--- src/design/tksi_pkg.sv ---
`timescale 1ns / 1ps
// Shared types and constants of the top-k sorted insertion table.
package tksi_pkg;

    localparam int ScoreW = 32;
    localparam int StampW = 32;
    localparam int TagW   = 16;
    localparam int IndexW = 4;
    localparam int RankW  = 4;

    localparam int SDataW = 88;
    localparam int MDataW = 88;

    typedef enum logic {
        OP_INSERT = 1'b0,
        OP_READ   = 1'b1
    } op_t;

    typedef struct packed {
        logic load;
        logic exec;
    } tksi_cmd_t;

endpackage

--- src/design/tksi_ctrl.sv ---
`timescale 1ns / 1ps
// Controller state machine that sequences capture, execution and delivery of one word.
module tksi_ctrl (
    input  logic              aclk,
    input  logic              aresetn,
    input  logic              s_tvalid,
    output logic              s_tready,
    output logic              m_tvalid,
    input  logic              m_tready,
    output tksi_pkg::tksi_cmd_t cmd
);
    import tksi_pkg::*;

    typedef enum logic [2:0] {
        ST_IDLE = 3'b001,
        ST_EXEC = 3'b010,
        ST_DONE = 3'b100
    } state_t;

    state_t state_reg;
    state_t state_next;

    always_comb begin
        state_next = state_reg;
        unique case (state_reg)
            ST_IDLE: begin
                if (s_tvalid) begin
                    state_next = ST_EXEC;
                end
            end
            ST_EXEC: begin
                state_next = ST_DONE;
            end
            ST_DONE: begin
                if (m_tready) begin
                    state_next = ST_IDLE;
                end
            end
            default: begin
                state_next = ST_IDLE;
            end
        endcase
    end

    always_ff @(posedge aclk) begin
        if (!aresetn) begin
            state_reg <= ST_IDLE;
        end else begin
            state_reg <= state_next;
        end
    end

    assign s_tready = (state_reg == ST_IDLE);
    assign m_tvalid = (state_reg == ST_DONE);
    assign cmd.load = (state_reg == ST_IDLE) && s_tvalid;
    assign cmd.exec = (state_reg == ST_EXEC);

`ifndef SYNTHESIS
    a_accept_exec: assert property (@(posedge aclk) disable iff (!aresetn)
        cmd.load |=> cmd.exec)
        else $error("accepted word not executed in the following cycle");
    a_exec_done: assert property (@(posedge aclk) disable iff (!aresetn)
        cmd.exec |=> m_tvalid && !s_tready)
        else $error("result not presented after execution");
`endif

endmodule

--- src/design/tksi_datapath.sv ---
`timescale 1ns / 1ps
// Datapath: row of ranked cells with parallel compare, shift insertion and indexed read.
module tksi_datapath #(
    parameter int DEPTH = 10
) (
    input  logic                             aclk,
    input  logic                             aresetn,
    input  tksi_pkg::tksi_cmd_t              cmd,
    input  tksi_pkg::op_t                    opcode,
    input  logic [tksi_pkg::ScoreW-1:0]      score_in,
    input  logic [tksi_pkg::StampW-1:0]      stamp_in,
    input  logic [tksi_pkg::TagW-1:0]        tag_in,
    input  logic [tksi_pkg::IndexW-1:0]      read_index,
    output logic [tksi_pkg::RankW-1:0]       rank,
    output logic                             entry_valid,
    output logic [tksi_pkg::ScoreW-1:0]      score_out,
    output logic [tksi_pkg::StampW-1:0]      stamp_out,
    output logic [tksi_pkg::TagW-1:0]        tag_out
);
    import tksi_pkg::*;

    localparam int CW = $clog2(DEPTH + 1);
    localparam int IW = (DEPTH > 1) ? $clog2(DEPTH) : 1;

    logic [ScoreW-1:0] cell_score_reg [DEPTH];
    logic [StampW-1:0] cell_stamp_reg [DEPTH];
    logic [TagW-1:0]   cell_tag_reg   [DEPTH];
    logic [CW-1:0]     count_reg;
    logic [CW-1:0]     count_next;

    op_t               op_reg;
    logic [ScoreW-1:0] score_reg;
    logic [StampW-1:0] stamp_reg;
    logic [TagW-1:0]   tag_reg;
    logic [IndexW-1:0] index_reg;
    logic [DEPTH-1:0]  lower_reg;
    logic [DEPTH-1:0]  lower_next;

    logic [DEPTH-1:0]  place;
    logic [CW-1:0]     pos;
    logic              insert_ok;
    logic              rd_hit;
    logic [IW-1:0]     rd_sel;

    logic [RankW-1:0]  rank_reg;
    logic              valid_reg;
    logic [ScoreW-1:0] score_out_reg;
    logic [StampW-1:0] stamp_out_reg;
    logic [TagW-1:0]   tag_out_reg;

    // A cell is lower when it is empty or holds a strictly smaller score.
    always_comb begin
        for (int i = 0; i < DEPTH; i++) begin
            lower_next[i] = (count_reg <= CW'(i)) || (cell_score_reg[i] < score_in);
        end
    end

    // The table is sorted, so the lower flags are monotonic and one edge marks the slot.
    always_comb begin
        pos = '0;
        for (int i = 0; i < DEPTH; i++) begin
            if (i == 0) begin
                place[i] = lower_reg[i];
            end else begin
                place[i] = lower_reg[i] && !lower_reg[i-1];
            end
            if (place[i]) begin
                pos = pos | CW'(i);
            end
        end
    end

    assign insert_ok = lower_reg[DEPTH-1];
    assign rd_hit    = (32'(index_reg) < DEPTH) && (32'(index_reg) < 32'(count_reg));
    assign rd_sel    = IW'(index_reg);

    always_comb begin
        count_next = count_reg;
        if (cmd.exec && (op_reg == OP_INSERT) && insert_ok && (32'(count_reg) < DEPTH)) begin
            count_next = count_reg + CW'(1);
        end
    end

    always_ff @(posedge aclk) begin
        if (!aresetn) begin
            count_reg <= '0;
        end else begin
            count_reg <= count_next;
        end
    end

    always_ff @(posedge aclk) begin
        if (cmd.load) begin
            op_reg    <= opcode;
            score_reg <= score_in;
            stamp_reg <= stamp_in;
            tag_reg   <= tag_in;
            index_reg <= read_index;
            lower_reg <= lower_next;
        end
    end

    always_ff @(posedge aclk) begin
        if (cmd.exec && (op_reg == OP_INSERT)) begin
            for (int i = 0; i < DEPTH; i++) begin
                if (place[i]) begin
                    cell_score_reg[i] <= score_reg;
                    cell_stamp_reg[i] <= stamp_reg;
                    cell_tag_reg[i]   <= tag_reg;
                end else if ((i > 0) && lower_reg[(i > 0) ? i - 1 : 0]) begin
                    cell_score_reg[i] <= cell_score_reg[(i > 0) ? i - 1 : 0];
                    cell_stamp_reg[i] <= cell_stamp_reg[(i > 0) ? i - 1 : 0];
                    cell_tag_reg[i]   <= cell_tag_reg[(i > 0) ? i - 1 : 0];
                end
            end
        end
    end

    always_ff @(posedge aclk) begin
        if (cmd.exec) begin
            if (op_reg == OP_READ) begin
                rank_reg  <= index_reg;
                valid_reg <= rd_hit;
                if (rd_hit) begin
                    score_out_reg <= cell_score_reg[rd_sel];
                    stamp_out_reg <= cell_stamp_reg[rd_sel];
                    tag_out_reg   <= cell_tag_reg[rd_sel];
                end else begin
                    score_out_reg <= '0;
                    stamp_out_reg <= '0;
                    tag_out_reg   <= '0;
                end
            end else begin
                rank_reg      <= insert_ok ? RankW'(pos) : RankW'(DEPTH);
                valid_reg     <= insert_ok;
                score_out_reg <= '0;
                stamp_out_reg <= '0;
                tag_out_reg   <= '0;
            end
        end
    end

    assign rank        = rank_reg;
    assign entry_valid = valid_reg;
    assign score_out   = score_out_reg;
    assign stamp_out   = stamp_out_reg;
    assign tag_out     = tag_out_reg;

`ifndef SYNTHESIS
    a_count_bound: assert property (@(posedge aclk) disable iff (!aresetn)
        32'(count_reg) <= DEPTH)
        else $error("entry count exceeds table depth");
    a_read_keeps_count: assert property (@(posedge aclk) disable iff (!aresetn)
        cmd.exec && (op_reg == OP_READ) |=> $stable(count_reg))
        else $error("read changed the entry count");
`endif

endmodule

--- src/design/top_k_sorted_insert_top.sv ---
`timescale 1ns / 1ps
// Top level of the top-k sorted insertion table with stream ports.
//
//  Channel | Dir | tdata (low bit up)                               | tuser
//  s_      | in  | score_in 32, stamp_in 32, tag_in 16, read_index 4 | opcode
//  m_      | out | rank 4, score_out 32, stamp_out 32, tag_out 16    | entry_valid
//
// A word is captured, and every cell compared with it, at the accepting edge; in ST_EXEC the
// cells are shifted or read and the result is registered, and m_tvalid is high in ST_DONE.
// s_tready returns in the cycle after the result is taken, as the controller re-enters ST_IDLE.
// The controller handles one word at a time; a stalled result holds s_tready low.
// Synchronous active-low reset empties the table; the cell contents are not cleared.
module top_k_sorted_insert_top #(
    parameter int DEPTH = 10
) (
    input  logic                         aclk,
    input  logic                         aresetn,
    input  logic                         s_tvalid,
    output logic                         s_tready,
    input  logic [tksi_pkg::SDataW-1:0]  s_tdata,  // score_in, stamp_in, tag_in, read_index
    input  logic                         s_tuser,  // opcode
    output logic                         m_tvalid,
    input  logic                         m_tready,
    output logic [tksi_pkg::MDataW-1:0]  m_tdata,  // rank, score_out, stamp_out, tag_out
    output logic                         m_tuser   // entry_valid
);
    import tksi_pkg::*;

    tksi_cmd_t         cmd;
    logic [RankW-1:0]  rank;
    logic              entry_valid;
    logic [ScoreW-1:0] score_out;
    logic [StampW-1:0] stamp_out;
    logic [TagW-1:0]   tag_out;

    tksi_ctrl u_ctrl (
        .aclk     (aclk),
        .aresetn  (aresetn),
        .s_tvalid (s_tvalid),
        .s_tready (s_tready),
        .m_tvalid (m_tvalid),
        .m_tready (m_tready),
        .cmd      (cmd)
    );

    tksi_datapath #(
        .DEPTH (DEPTH)
    ) u_datapath (
        .aclk        (aclk),
        .aresetn     (aresetn),
        .cmd         (cmd),
        .opcode      (op_t'(s_tuser)),
        .score_in    (s_tdata[31:0]),
        .stamp_in    (s_tdata[63:32]),
        .tag_in      (s_tdata[79:64]),
        .read_index  (s_tdata[83:80]),
        .rank        (rank),
        .entry_valid (entry_valid),
        .score_out   (score_out),
        .stamp_out   (stamp_out),
        .tag_out     (tag_out)
    );

    assign m_tdata = {4'b0, tag_out, stamp_out, score_out, rank};
    assign m_tuser = entry_valid;

endmodule
--- config.mk ---
export PLATFORM = sky130hd
export DESIGN_NAME = top_k_sorted_insert_top
export DESIGN_NICKNAME = d
export VERILOG_FILES = /design/src/design/tksi_pkg.sv /design/src/design/tksi_ctrl.sv /design/src/design/tksi_datapath.sv /design/src/design/top_k_sorted_insert_top.sv
export SDC_FILE = /design/constraint.sdc
export NUM_CORES = 2
export LEC_CHECK = 0
export BUFFER_PORTS_ARGS = -buffer_cell sky130_fd_sc_hd__buf_2
export CORE_AREA = 2 2 373 375
export DETAILED_ROUTE_END_ITERATION = 10
export DIE_AREA = 0 0 375 377
export SETUP_SLACK_MARGIN = 0.5
export SYNTH_ARGS = -nofsm -noshare
export SYNTH_HDL_FRONTEND = slang
export SYNTH_SLANG_ARGS = --single-unit
--- constraint.sdc ---
create_clock -name aclk -period 12.15 [get_ports aclk]
set_clock_uncertainty 0.1 [all_clocks]
set_input_delay 2.43 -clock aclk [delete_from_list [all_inputs] [get_ports aclk]]
set_output_delay 2.43 -clock aclk [all_outputs]
set_load 0.02 [all_outputs]
==> flow_metrics.py <==
metrics = {
    "yosys": {
        "yosys_warnings": 0,
        "yosysTopAreaCell": "edfxtp_1",
        "ys_types": 64,
        "yosysSeqAreaShare": 0.540,
        "synthCells": 3263,
        "async_reset_ff_frac": 0,
        "ys_top_cells_by_area": "edfxtp_1 (54%), mux2_4 (17%), ha_1 (7.2%)",
        "netlist_area_um2": 54700,
        "syn_avg_cell_area_um2": 16.8,
        "ys_ff_latch": 987,
        "synth_edf_count": 980,
        "synth_ff_type": "edfxtp_1",
        "synthTopCellsByCount": "edfxtp_1 (980), mux2_4 (630), ha_1 (316)",
        "yosysMostFrequentCell": "edfxtp_1",
        "synth_top_area_share": 0.538,
    },
    "drt": {
        "vias": 30800,
        "drc": 0,
        "wl_met3_mm": 9.08,
        "first_pass_iters": 7,
        "wire_per_inst_um": 27.9,
        "wirelength_mm": 148,
        "drt_iter0_drc": 2664,
        "viasPerCell": 5.81,
        "ant_nets": 0,
        "top_layer": "met5",
        "wl_met1_mm": 69.9,
        "route.met2.wl_mm": 65.7,
    },
    "layout": {
        "area_delta_synth_final_pct": 10.5,
        "nets": 3829,
        "final_core_utilization": 0.442,
        "drive_gt1_frac": 0.334,
    },
    "outcome": {
        "outcome": "finished, final reports clean",
    },
    "cts": {
        "clock_sinks": 987,
        "ctsHtreeMaxLevel": 3,
        "clkSlewWorstSetupHoldPaths_ns": 0.06,
        "numCtsBuffers": 108,
        "cts-root-buf": "clkbuf_16",
        "cts_buffer_depth": 3,
        "cts_tree": "built",
        "cts_setup_buffers": 0,
        "ctsResizeCount": 0,
        "clock_latency_ns": 0.73,
        "ctsHoldBuffers": 0,
    },
    "global_route": {
        "grt_use_total": 0.207,
        "grt_pass1_wl_mm": 218,
        "antenna_found_initial": 12,
        "grt_max_degree": 122,
        "grt_overflow": 0,
        "grt_pass1_vias": 31000,
    },
    "die": {
        "pin_count": 184,
        "initial_core_util": 0.400,
        "die_h_um": 377,
        "core_region_area_um2": 137000,
        "die-area_um2": 141000,
        "die_x_um": 375,
        "fp-row-count": 136,
    },
    "setup_path": {
        "endpoint_kind": "register",
        "worstPathCellList": "buf_2 -> inv_1 -> ha_1 -> nand4_1 -> nor3_1 -> nand4_1 -> a2111oi_0 -> o21a_1 -> o21ai_1",
        "worst-path-stages": 9,
        "critPathKind": "input pin to register",
        "crit_slowest_cell": "a2111oi_0",
        "reg2reg_slack_ns": 7.89,
        "cp_top_family": "compound AO/OA/AOI/OAI gates",
        "path_buf_inv": 2,
        "path_max_fanout": 10,
        "cp.arrival_ns": 5.49,
        "cp_slowest_stage_delay_ns": 1.06,
        "cpMostUsedCell": "nand4_1",
        "crit-reg2reg-launch": "u_datapath.index_reg[0]",
        "worstPathRequired_ns": 12.52,
        "ff2ff_path_depth": 7,
        "cp-start-kind": "input pin",
        "reg2reg_to": "u_datapath.tag_out[6]",
    },
    "min_path": {
        "holdCritStartpoint": "u_datapath.cell_tag_reg[0][15]",
        "whs_endpoint": "u_datapath.cell_tag_reg[1][15]",
        "holdPathStages": 1,
        "hp-class": "register to register",
    },
    "power_and_ir_drop": {
        "p_leak_uw": 0.0236,
        "cellPowerDensity_nw_per_um2": 133,
        "ir_worst_vdd_mv": 0.0921,
    },
    "placed_design": {
        "hpwl_mm": 88.8,
        "port_buffers": 175,
        "routabilityCongestion": 0.825,
    },
    "sta": {
        "fin_crit_ns": 5.12,
        "hold_viol_final": 0,
        "worst_pin_slew_ns": 1.27,
        "final.setup.tns_ns": 0,
        "slew_violations": 0,
        "slew_headroom": 0.133,
        "rsz0062_at_grt": "no",
        "final-setup-viol-count": 0,
        "clock.fmax_ghz": 0.195,
        "timing.final.crit_share": 0.422,
    },
    "run": {
        "cap_viol_max_count": 0,
    },
}
==> routing by layer <==
metal / GRT usage / vias up
met3: 0.0380 / 179
met2: 0.313 / 928
met1: 0.304 / 16200
met5: 0 / -
li1: - / 13500
met4: 0.0574 / 14
==> worst register-to-register path: stages (launching register included) <==
cell and delay (ns):
edfxtp_1 0.36, buf_4 0.71, buf_12 0.62, buf_4 1.00, mux4_2 0.61, nor2b_1 0.15
a211oi_1 0.27, a211oi_1 0.12
==> placed cells by master, fill, tap and decap left out, drive strengths merged, types with 67 or more instances in the layout <==
cell / instances
edfxtp: 980
ha: 316
o21ai: 67
mux2i: 80
nand2: 86
mux4: 160
nor2b: 94
mux2: 721
clkbuf: 129
a21oi: 104
a211oi: 180
buf: 213
==> worst max-delay path by stage <==
stage	slack, ns	from	endpoint
after global routing	6.79	s_tdata[1]	u_datapath.lower_reg[7]
after floorplan	6.96	s_tvalid	u_datapath.index_reg[0]
final	7.03	s_tdata[23]	u_datapath.lower_reg[2]
after global placement	6.34	s_tdata[1]	u_datapath.lower_reg[7]
after detailed placement	6.38	s_tdata[1]	u_datapath.lower_reg[7]
after CTS	7.16	s_tdata[1]	u_datapath.lower_reg[7]
==> metrics by stage <==
step | cell area [um^2] | hold slack (ns) | total power, uW | instances | setup WS [ns]
2_1_floorplan | 54700 | 0.409 | 4570 | 3266 | 6.96
3_3_place_gp | 57000 | 0.430 | 4790 | 5104 | 6.34
3_5_place_dp | 57000 | 0.439 | 4800 | 5104 | 6.38
4_1_cts | 60500 | 0.453 | 8100 | 5302 | 7.16
5_1_grt | 60500 | 0.473 | 8290 | 5302 | 6.79
6_report | 60500 | 0.453 | 8030 | 5305 | 7.03
==> power by group <==
| part | switching, uW | internal, uW | leakage [uW] |
|---|---|---|---|
| Clock | 1440 | 1860 | 0.00166 |
| Combinational | 386 | 398 | 0.0131 |
| Sequential | 91.7 | 3860 | 0.00887 |
==> layout make-up <==
class,count,area (um^2)
repair buffers,213,1210
clock inverters,69,656
well taps,1794,2240
inverters,43,166
diodes,3,7.51
clock buffers,129,2780
flip-flops and latches,987,29600
fillers,12000,76500
multi-input cells,2067,23900
==> cells by family after synthesis <==
kind of cell,after synthesis,synth area share
DFF,987,0.540
buffers and inverters,212,0.0252
AOI/OAI and AO/OA,449,0.0546
other,1,0.0000685
and+or+nand+nor,336,0.0353
muxes,961,0.272
adders and majority gates,316,0.0722
xor gates and xnor gates,1,0.000160
Power figures use the tool's default switching activity.
